**src/hdl/jsu_pkg.sv**
```systemverilog
// Package for the JSON string unescaper: payload structs, front phases, queue entry
// format and UTF-8 byte helpers. It depends on nothing else.
package jsu_pkg;

    localparam int JSU_QDEPTH = 4;

    typedef struct packed {
        logic [7:0] in_byte;
        logic       start_string;
    } t_in;

    typedef struct packed {
        logic [7:0] out_byte;
        logic [1:0] status;
        logic       last_of_run;
    } t_out;

    typedef enum logic [3:0] {
        PH_IDLE    = 4'd0,
        PH_BODY    = 4'd1,
        PH_ESC     = 4'd2,
        PH_HEX1    = 4'd3,
        PH_PAIR_BS = 4'd4,
        PH_PAIR_U  = 4'd5,
        PH_HEX2    = 4'd6
    } t_phase;

    typedef enum logic [2:0] {
        K_NONE = 3'd0,
        K_CP   = 3'd1,
        K_END  = 3'd2,
        K_ERR  = 3'd3,
        K_RAW  = 3'd4
    } t_kind;

    typedef struct packed {
        logic        pre_fffd;
        t_kind       kind;
        logic [20:0] cp;
    } t_cmd;

    localparam logic [1:0] ST_BYTE = 2'd0;
    localparam logic [1:0] ST_END  = 2'd1;
    localparam logic [1:0] ST_ERR  = 2'd2;

    localparam logic [7:0] CH_QUOTE  = 8'h22;
    localparam logic [7:0] CH_BSLASH = 8'h5C;
    localparam logic [7:0] CH_SPACE  = 8'h20;
    localparam logic [7:0] CH_LOW_B  = 8'h62;
    localparam logic [7:0] CH_LOW_F  = 8'h66;
    localparam logic [7:0] CH_LOW_N  = 8'h6E;
    localparam logic [7:0] CH_LOW_R  = 8'h72;
    localparam logic [7:0] CH_LOW_T  = 8'h74;
    localparam logic [7:0] CH_LOW_U  = 8'h75;

    localparam logic [20:0] CP_REPL  = 21'h00FFFD;
    localparam logic [20:0] CP_SUPP  = 21'h010000;

    function automatic logic [2:0] utf8_len(input logic [20:0] cp);
        logic [2:0] len;
        if (cp <= 21'h00007F) begin
            len = 3'd1;
        end else if (cp <= 21'h0007FF) begin
            len = 3'd2;
        end else if (cp <= 21'h00FFFF) begin
            len = 3'd3;
        end else begin
            len = 3'd4;
        end
        return len;
    endfunction

    function automatic logic [7:0] utf8_byte(input logic [20:0] cp, input logic [2:0] len,
                                             input logic [1:0] k);
        logic [7:0] b;
        logic [1:0] j;
        j = 2'(len - 3'd1 - {1'b0, k});
        if (k == 2'd0) begin
            case (len)
                3'd1:    b = {1'b0, cp[6:0]};
                3'd2:    b = {3'b110, cp[10:6]};
                3'd3:    b = {4'b1110, cp[15:12]};
                default: b = {5'b11110, cp[20:18]};
            endcase
        end else begin
            case (j)
                2'd0:    b = {2'b10, cp[5:0]};
                2'd1:    b = {2'b10, cp[11:6]};
                default: b = {2'b10, cp[17:12]};
            endcase
        end
        return b;
    endfunction

endpackage

```
**src/hdl/json_string_unescape_utf8_top.sv**
```systemverilog
// JSON string literal unescaper with UTF-8 output.
// Input channel: i_valid/o_ready with i_data (in_byte, start_string). A transaction with
// start_string set must carry the opening double quote and begins a new literal.
// Output channel: o_valid/i_ready with o_data (out_byte, status, last_of_run). Status 0
// carries a decoded byte, 1 marks the closing quote, 2 marks malformed input; the last
// result caused by one input byte has last_of_run set.
// The front end takes one input byte per cycle whenever the command queue has room and
// pushes one command per byte that yields results. The back end drains the queue at one
// output byte per cycle while the receiver accepts them, into an output register, so a
// result passes through its queue entry and then the output register. Plain text sustains
// one byte per cycle while the receiver keeps up; longer runs are bounded by the single
// output byte per cycle and smoothed by the DEPTH-entry queue.
// Reset clears the decoder to idle, empties the queue and drops the output register; no
// clearing pass is needed. When the receiver stalls, the output register holds its
// result, the queue fills and o_ready falls once it is full.
// Depends on jsu_pkg, jsu_front, jsu_fifo and jsu_back.
module json_string_unescape_utf8_top
    import jsu_pkg::*;
#(
    parameter int DEPTH = JSU_QDEPTH
) (
    input  logic i_clk,
    input  logic i_rst_n,
    input  logic i_valid,
    input  t_in  i_data,
    output logic o_ready,
    output logic o_valid,
    output t_out o_data,
    input  logic i_ready
);

    logic push, pop, empty, full;
    t_cmd cmd, head;

    jsu_front u_front (
        .i_clk   (i_clk),
        .i_rst_n (i_rst_n),
        .i_valid (i_valid),
        .i_data  (i_data),
        .o_ready (o_ready),
        .i_full  (full),
        .o_push  (push),
        .o_cmd   (cmd)
    );

    jsu_fifo #(
        .DEPTH (DEPTH)
    ) u_fifo (
        .i_clk   (i_clk),
        .i_rst_n (i_rst_n),
        .i_push  (push),
        .i_cmd   (cmd),
        .i_pop   (pop),
        .o_head  (head),
        .o_empty (empty),
        .o_full  (full)
    );

    jsu_back u_back (
        .i_clk   (i_clk),
        .i_rst_n (i_rst_n),
        .i_head  (head),
        .i_empty (empty),
        .o_pop   (pop),
        .o_valid (o_valid),
        .o_data  (o_data),
        .i_ready (i_ready)
    );

endmodule

```
**src/hdl/jsu_front.sv**
```systemverilog
// Front end of the JSON string unescaper: accepts input bytes, runs the escape
// and surrogate state machine and pushes one command per byte that yields output. Uses jsu_pkg.
module jsu_front
    import jsu_pkg::*;
(
    input  logic i_clk,
    input  logic i_rst_n,
    input  logic i_valid,
    input  t_in  i_data,
    output logic o_ready,
    input  logic i_full,
    output logic o_push,
    output t_cmd o_cmd
);

    t_phase      r_phase, n_phase;
    logic [15:0] r_cu, n_cu;
    logic [9:0]  r_hs, n_hs;
    logic [1:0]  r_cnt, n_cnt;

    logic [7:0]  b;
    logic        acc;
    logic        hv;
    logic [3:0]  hd;
    logic [15:0] new_cu;
    logic        done;
    t_kind       bk, ek, uk;
    t_phase      bph, eph, uph;
    logic [7:0]  ebyte;
    logic [20:0] ucp;
    t_cmd        cmd;

    assign b       = i_data.in_byte;
    assign o_ready = !i_full;
    assign acc     = i_valid && o_ready;
    assign new_cu  = {r_cu[11:0], hd};
    assign done    = (r_cnt == 2'd3);

    always_comb begin
        hv = 1'b1;
        hd = 4'd0;
        if (b >= 8'h30 && b <= 8'h39) begin
            hd = 4'(b - 8'h30);
        end else if (b >= 8'h61 && b <= 8'h66) begin
            hd = 4'(b - 8'h57);
        end else if (b >= 8'h41 && b <= 8'h46) begin
            hd = 4'(b - 8'h37);
        end else begin
            hv = 1'b0;
        end
    end

    always_comb begin
        bk  = K_RAW;
        bph = PH_BODY;
        if (b == CH_QUOTE) begin
            bk  = K_END;
            bph = PH_IDLE;
        end else if (b < CH_SPACE) begin
            bk  = K_ERR;
            bph = PH_IDLE;
        end else if (b == CH_BSLASH) begin
            bk  = K_NONE;
            bph = PH_ESC;
        end
        case (b)
            CH_LOW_B: ebyte = 8'h08;
            CH_LOW_F: ebyte = 8'h0C;
            CH_LOW_N: ebyte = 8'h0A;
            CH_LOW_R: ebyte = 8'h0D;
            CH_LOW_T: ebyte = 8'h09;
            default:  ebyte = b;
        endcase
        ek  = (b == CH_LOW_U) ? K_NONE : K_RAW;
        eph = (b == CH_LOW_U) ? PH_HEX1 : PH_BODY;
        if (new_cu >= 16'hD800 && new_cu <= 16'hDBFF) begin
            uk  = K_NONE;
            ucp = {5'd0, new_cu};
            uph = PH_PAIR_BS;
        end else if (new_cu >= 16'hDC00 && new_cu <= 16'hDFFF) begin
            uk  = K_CP;
            ucp = CP_REPL;
            uph = PH_BODY;
        end else begin
            uk  = K_CP;
            ucp = {5'd0, new_cu};
            uph = PH_BODY;
        end
    end

    always_comb begin
        n_phase = r_phase;
        n_cu    = r_cu;
        n_hs    = r_hs;
        n_cnt   = r_cnt;
        cmd     = '0;
        cmd.kind = K_NONE;
        if (i_data.start_string) begin
            n_cu  = '0;
            n_hs  = '0;
            n_cnt = '0;
            if (b == CH_QUOTE) begin
                n_phase = PH_BODY;
            end else begin
                cmd.kind = K_ERR;
                n_phase  = PH_IDLE;
            end
        end else begin
            case (r_phase)
                PH_BODY: begin
                    cmd.kind = bk;
                    cmd.cp   = {13'd0, b};
                    n_phase  = bph;
                end
                PH_ESC: begin
                    cmd.kind = ek;
                    cmd.cp   = {13'd0, ebyte};
                    n_phase  = eph;
                    if (b == CH_LOW_U) begin
                        n_cu  = '0;
                        n_cnt = '0;
                    end
                end
                PH_HEX1: begin
                    if (!hv) begin
                        cmd.kind = K_ERR;
                        n_phase  = PH_IDLE;
                    end else begin
                        n_cu = new_cu;
                        if (done) begin
                            n_cnt    = '0;
                            cmd.kind = uk;
                            cmd.cp   = ucp;
                            n_phase  = uph;
                            if (uk == K_NONE) begin
                                n_hs = new_cu[9:0];
                            end
                        end else begin
                            n_cnt = r_cnt + 2'd1;
                        end
                    end
                end
                PH_PAIR_BS: begin
                    if (b == CH_BSLASH) begin
                        n_phase = PH_PAIR_U;
                    end else begin
                        cmd.pre_fffd = 1'b1;
                        cmd.kind     = bk;
                        cmd.cp       = {13'd0, b};
                        n_phase      = bph;
                    end
                end
                PH_PAIR_U: begin
                    if (b == CH_LOW_U) begin
                        n_cu    = '0;
                        n_cnt   = '0;
                        n_phase = PH_HEX2;
                    end else begin
                        cmd.pre_fffd = 1'b1;
                        cmd.kind     = ek;
                        cmd.cp       = {13'd0, ebyte};
                        n_phase      = eph;
                    end
                end
                PH_HEX2: begin
                    if (!hv) begin
                        cmd.pre_fffd = 1'b1;
                        cmd.kind     = K_ERR;
                        n_phase      = PH_IDLE;
                    end else begin
                        n_cu = new_cu;
                        if (done) begin
                            n_cnt = '0;
                            if (new_cu >= 16'hDC00 && new_cu <= 16'hDFFF) begin
                                cmd.kind = K_CP;
                                cmd.cp   = CP_SUPP + {1'b0, r_hs, new_cu[9:0]};
                                n_phase  = PH_BODY;
                            end else begin
                                cmd.pre_fffd = 1'b1;
                                cmd.kind     = uk;
                                cmd.cp       = ucp;
                                n_phase      = uph;
                                if (uk == K_NONE) begin
                                    n_hs = new_cu[9:0];
                                end
                            end
                        end else begin
                            n_cnt = r_cnt + 2'd1;
                        end
                    end
                end
                default: begin
                    cmd.kind = K_ERR;
                    n_phase  = PH_IDLE;
                end
            endcase
        end
    end

    assign o_cmd  = cmd;
    assign o_push = acc && (cmd.pre_fffd || cmd.kind != K_NONE);

    always_ff @(posedge i_clk) begin
        if (!i_rst_n) begin
            r_phase <= PH_IDLE;
            r_cu    <= '0;
            r_hs    <= '0;
            r_cnt   <= '0;
        end else if (acc) begin
            r_phase <= n_phase;
            r_cu    <= n_cu;
            r_hs    <= n_hs;
            r_cnt   <= n_cnt;
        end
    end

endmodule

```
**src/hdl/jsu_fifo.sv**
```systemverilog
// Command queue between the front and back ends of the JSON string unescaper.
// Holds DEPTH commands in a small register array. Uses jsu_pkg.
module jsu_fifo
    import jsu_pkg::*;
#(
    parameter int DEPTH = JSU_QDEPTH
) (
    input  logic i_clk,
    input  logic i_rst_n,
    input  logic i_push,
    input  t_cmd i_cmd,
    input  logic i_pop,
    output t_cmd o_head,
    output logic o_empty,
    output logic o_full
);

    localparam int AW = (DEPTH > 1) ? $clog2(DEPTH) : 1;
    localparam int CW = $clog2(DEPTH + 1);
    localparam logic [AW-1:0] LAST = AW'(DEPTH - 1);

    t_cmd          r_mem [DEPTH];
    logic [AW-1:0] r_wr, n_wr;
    logic [AW-1:0] r_rd, n_rd;
    logic [CW-1:0] r_cnt, n_cnt;
    logic          do_push, do_pop;

    assign o_empty = (r_cnt == '0);
    assign o_full  = (r_cnt == CW'(DEPTH));
    assign o_head  = r_mem[r_rd];
    assign do_push = i_push && !o_full;
    assign do_pop  = i_pop && !o_empty;

    always_comb begin
        n_wr  = do_push ? ((r_wr == LAST) ? '0 : r_wr + AW'(1)) : r_wr;
        n_rd  = do_pop ? ((r_rd == LAST) ? '0 : r_rd + AW'(1)) : r_rd;
        n_cnt = r_cnt;
        if (do_push && !do_pop) begin
            n_cnt = r_cnt + CW'(1);
        end else if (do_pop && !do_push) begin
            n_cnt = r_cnt - CW'(1);
        end
    end

    always_ff @(posedge i_clk) begin
        if (do_push) begin
            r_mem[r_wr] <= i_cmd;
        end
    end

    always_ff @(posedge i_clk) begin
        if (!i_rst_n) begin
            r_wr  <= '0;
            r_rd  <= '0;
            r_cnt <= '0;
        end else begin
            r_wr  <= n_wr;
            r_rd  <= n_rd;
            r_cnt <= n_cnt;
        end
    end

    a_no_push_full: assert property (@(posedge i_clk) disable iff (!i_rst_n)
        i_push |-> !o_full)
        else $error("jsu_fifo: push while full");

endmodule

```
**src/hdl/jsu_back.sv**
```systemverilog
// Back end of the JSON string unescaper: expands the queue head command into UTF-8 bytes
// and status results, one per cycle unless stalled, into an output register. Uses jsu_pkg.
module jsu_back
    import jsu_pkg::*;
(
    input  logic i_clk,
    input  logic i_rst_n,
    input  t_cmd i_head,
    input  logic i_empty,
    output logic o_pop,
    output logic o_valid,
    output t_out o_data,
    input  logic i_ready
);

    logic [2:0] r_idx, n_idx;
    logic       r_valid;
    t_out       r_data, res;
    logic [2:0] pre_len, cp_len, total, k, len;
    logic       load, last;

    assign len     = utf8_len(i_head.cp);
    assign pre_len = i_head.pre_fffd ? 3'd3 : 3'd0;
    assign total   = pre_len + cp_len;
    assign k       = r_idx - pre_len;
    assign last    = (r_idx == total - 3'd1);
    assign load    = !i_empty && (!r_valid || i_ready);
    assign o_pop   = load && last;

    always_comb begin
        case (i_head.kind)
            K_CP:    cp_len = len;
            K_RAW:   cp_len = 3'd1;
            K_END:   cp_len = 3'd1;
            K_ERR:   cp_len = 3'd1;
            default: cp_len = 3'd0;
        endcase
        res.last_of_run = last;
        if (r_idx < pre_len) begin
            res.out_byte = utf8_byte(CP_REPL, 3'd3, r_idx[1:0]);
            res.status   = ST_BYTE;
        end else begin
            case (i_head.kind)
                K_END: begin
                    res.out_byte = 8'd0;
                    res.status   = ST_END;
                end
                K_ERR: begin
                    res.out_byte = 8'd0;
                    res.status   = ST_ERR;
                end
                K_RAW: begin
                    res.out_byte = i_head.cp[7:0];
                    res.status   = ST_BYTE;
                end
                default: begin
                    res.out_byte = utf8_byte(i_head.cp, len, k[1:0]);
                    res.status   = ST_BYTE;
                end
            endcase
        end
        n_idx = r_idx;
        if (load) begin
            n_idx = last ? 3'd0 : r_idx + 3'd1;
        end
    end

    always_ff @(posedge i_clk) begin
        if (!i_rst_n) begin
            r_idx   <= '0;
            r_valid <= 1'b0;
        end else begin
            r_idx <= n_idx;
            if (load) begin
                r_valid <= 1'b1;
            end else if (i_ready) begin
                r_valid <= 1'b0;
            end
        end
    end

    always_ff @(posedge i_clk) begin
        if (load) begin
            r_data <= res;
        end
    end

    assign o_valid = r_valid;
    assign o_data  = r_data;

    a_idx_in_range: assert property (@(posedge i_clk) disable iff (!i_rst_n)
        !i_empty |-> (r_idx < total))
        else $error("jsu_back: byte index beyond command length");

    a_idx_idle_zero: assert property (@(posedge i_clk) disable iff (!i_rst_n)
        i_empty |-> (r_idx == 3'd0))
        else $error("jsu_back: byte index not cleared with queue empty");

    a_status_last: assert property (@(posedge i_clk) disable iff (!i_rst_n)
        (r_valid && r_data.status != ST_BYTE) |-> (r_data.last_of_run && r_data.out_byte == 8'd0))
        else $error("jsu_back: status result not final or carries a byte");

endmodule

```
**config.mk**
```make
export PLATFORM = sky130hd
export DESIGN_NAME = json_string_unescape_utf8_top
export DESIGN_NICKNAME = d
export VERILOG_FILES = /design/src/hdl/jsu_pkg.sv /design/src/hdl/json_string_unescape_utf8_top.sv /design/src/hdl/jsu_front.sv /design/src/hdl/jsu_fifo.sv /design/src/hdl/jsu_back.sv
export SDC_FILE = /design/constraint.sdc
export NUM_CORES = 1
export LEC_CHECK = 0
export ABC_CLOCK_PERIOD_IN_PS = 6250
export BUFFER_PORTS_ARGS = -buffer_cell sky130_fd_sc_hd__buf_2
export CORE_MARGIN = 8
export CORE_UTILIZATION = 41
export DETAILED_ROUTE_END_ITERATION = 16
export GPL_ROUTABILITY_DRIVEN = 0
export GPL_TIMING_DRIVEN = 0
export PLACE_DENSITY = 0.65
export REMOVE_ABC_BUFFERS = 1
export SYNTH_ARGS = -nofsm -noshare
export SYNTH_HDL_FRONTEND = slang
export SYNTH_SLANG_ARGS = --single-unit
```
**constraint.sdc**
```tcl
create_clock -name i_clk -period 6.25 [get_ports i_clk]
set_input_delay 0.9375 -clock i_clk [delete_from_list [all_inputs] [get_ports i_clk]]
set_output_delay 0.9375 -clock i_clk [all_outputs]
set_load 0.005 [all_outputs]
```
==> metrics.cfg <==
[synth]
avgSynthCellArea_sq_um=11.76
seq_area_frac_synth=0.5280
synth_area_leaders=edfxtp_1 43%, dfxtp_1 10%, mux4_1 4.0%
synthAdderAreaFrac=0.03931
synth_area_sq_um=7830
synth_async_sr_flop_share=0
yosysMostFrequentCell=edfxtp_1
yosys.area_share.simple=0.1548
synth-seq-cells=151
ys_warn_count=0
synth_edf_count=111
synth_top_family_by_area=simple AND/OR/NAND/NOR gates
synth_flop_cell=edfxtp_1
synth_top_area_cell=edfxtp_1
syn_inst=666
yosys.area.top_type_share=0.4257
synth_compound_area_frac=0.1173
synthMuxAreaShare=0.1181
ys_top_cells_by_count=111 x edfxtp_1, 75 x nand2_1, 44 x o21ai_0, 40 x dfxtp_1, 37 x nor2_1
synth_cell_types=70
synth-xor-area-share=0.01550

[placement]
port_buffers=25
dpl.hpwl_mm=12.35
dp_cells=896

[clocking]
cts_root_buffer=clkbuf_16
cts_tree=built
cts_sinks=151
clkTransAtPathRegs_ns=0.07
cts.hold.buffers_added=0
cts_made_buffers=17
clock_latency_ns=0.42
cts_buffer_depth=2
cts_setup_buffers=0
htreeDepth=4
postCtsResizedCells=0

[floorplanning]
fp.dieH_um=154.2
initial_utilization=0.4186
rows=50
die_x_um=154.2
io_pins=26
die_area_sq_um=23780
core_area_sq_um=18710

[global_route]
grt_max_degree=39
grt_pass1_vias=5508
track_usage=0.1522
grt_pass1_wl_mm=28.55
overflow=0
antenna_found_initial=0

[layout]
drive_gt1_frac=0.1268
nets=718
diodes=0
fillerInstances=1647
layout.area.seq_sq_um=4135
finalNonFillerCells=928
syn_to_final_growth_pct=10.85
multi_input_area_sq_um=3493

[critical_path]
path_buf_inv=2
rr_endpoint=u_fifo.r_cnt[2]
critPathCaptureType=register
cp-start-kind=register
cp.depth=17
crit_slowest_cell=nor3b_1
cp.required_ns=6.59
path_common_cell=ha_1
crit_path_max_incr_delay_ns=0.94
r2r_slack_ns=0.53
reg2regPathDepth=17
cp_top_family=simple AND/OR/NAND/NOR gates
critPathKind=register to register
cp_cell_sequence=mux4_1, nor3b_1, nand2b_1, a21oi_1, ha_1, inv_1, ha_1, xor2_1, xnor2_1, and4_1, mux2i_1, ha_1, inv_1, fa_1, xor2_1, or3_1, a21oi_1
worstSetupEndpoint=u_fifo.r_cnt[2]
worstPathArrival_ns=6.06
crit_fanout=25

[timing]
period_share=0.9147
whs_ns=0.4582
finClkSkew_ns=0.009863
slew_headroom=0.09357
worst_slew_pin_slew_ns=1.360
fmax_mhz=174.9
rsz0062_at_grt=no
setup_tns_ns=0
hold_viol=0
period_needed_ns=5.717
drv_slew=0
final-setup-viol-count=0

[power_and_ir_drop]
p_leak_nw=2.892
powerDensity_nw_per_um2=402.0
vdd_drop_max_mv=0.2110

[routing]
via_count=5525
first_pass_iters=5
wl_mm=17.87
drc=0
viasPerCell=5.954
drt-wirelength-per-cell_um=19.26
dr.first_iter.drc_count=588
detail-route-antenna-nets=0

[run]
drv_cap=0

[status]
run_status=finished, final reports clean

[hold_path]
hold_class=register to register

state kept, by name, indices dropped and copies added, names as in the netlist, named ones only:
register         count
u_fifo.r_cnt         3
u_back.o_data       11
u_back.o_valid       1
u_back.r_idx         3
u_fifo.r_mem       100
u_fifo.r_wr          2
u_front.r_hs        10
u_front.r_cnt        2
u_front.r_cu        12
u_fifo.r_rd          2
u_front.r_phase      3
metrics by stage:
stage               area, sq um  total power, W  utilization  setup slack, ns
floorplan                  7694        0.002222            -           0.8581
global placement           8112        0.002504       0.4336          0.04643
CTS                        8676        0.003508       0.4638           0.4830
global route               8680        0.003682       0.4640          0.08653
detailed placement         8118        0.002537       0.4340           0.5013
finish                     8680        0.003489       0.4640           0.5332
how the worst min path moves through the flow:
stage / from / to / slack (ns) / cells past startpoint
floorplan: u_front.r_hs[3] / u_front.r_hs[3] / 0.43 / 2
global placement: u_front.r_hs[1] / u_front.r_hs[1] / 0.45 / 2
detailed placement: u_front.r_hs[3] / u_front.r_hs[3] / 0.45 / 2
CTS: u_front.r_hs[4] / u_front.r_hs[4] / 0.46 / 2
global route: u_front.r_hs[4] / u_front.r_hs[4] / 0.49 / 2
finish: u_front.r_hs[4] / u_front.r_hs[4] / 0.46 / 2
layout make-up:
class | instances | area share
sequential | 151 | 0.4764
multi-input combinational | 466 | 0.4025
clock buffer | 17 | 0.04901
tap | 234 | 0.03373
clock inverter | 15 | 0.01528
timing repair buffer | 25 | 0.01442
inverter | 20 | 0.008649
kinds of logic after synthesis:
| family | count (synthesis) |
|---|---|
| flops | 151 |
| simple gates | 232 |
| fa+ha+maj | 24 |
| xor+xnor | 13 |
| buf+inv | 49 |
| mux | 56 |
| compound gates | 141 |
cells in the final DEF, fill, tap and decap left out, types with 4 or more instances in the layout:
master     instances
edfxtp_1         111
nand2_1           75
o21ai_0           44
dfxtp_1           39
nor2_1            37
a21oi_1           27
mux2i_1           26
buf_2             25
ha_1              23
inv_1             20
nand3_1           17
clkbuf_16         17
mux4_2            13
nor3_1            12
nor2b_1           12
mux4_1            12
nand2b_1          11
and2_1            10
or3_1             10
o211ai_1           7
a31oi_1            7
xor2_1             7
nor3b_1            6
a211oi_1           6
and3_1             5
o22ai_1            5
nor4b_1            5
nand3b_1           5
nand4_1            5
nor4_1             5
mux2_2             5
xnor2_1            5
inv_6              5
nand4b_1           4
a21o_1             4
inv_8              4
tightest hold or removal path, delay by kind of cell (launching register included):
kind             cells  cell delay [ns]
flip-flops           1             0.31
AND/OR/NAND/NOR      1             0.05
multiplexers         1             0.05
report_power, final:
part | switching (W) | internal, W
Combinational | 0.000667 | 0.000511
Sequential | 0.0000948 | 0.00125
Clock | 0.000441 | 0.000524
layer usage:
metal | global-route usage | routed length, um
met2 | 0.2498 | 8426
met4 | 0.07886 | 563
met3 | 0.03957 | 1118
met5 | 0 | 0
met1 | 0.1816 | 7765
Power figures use the tool's default switching activity.
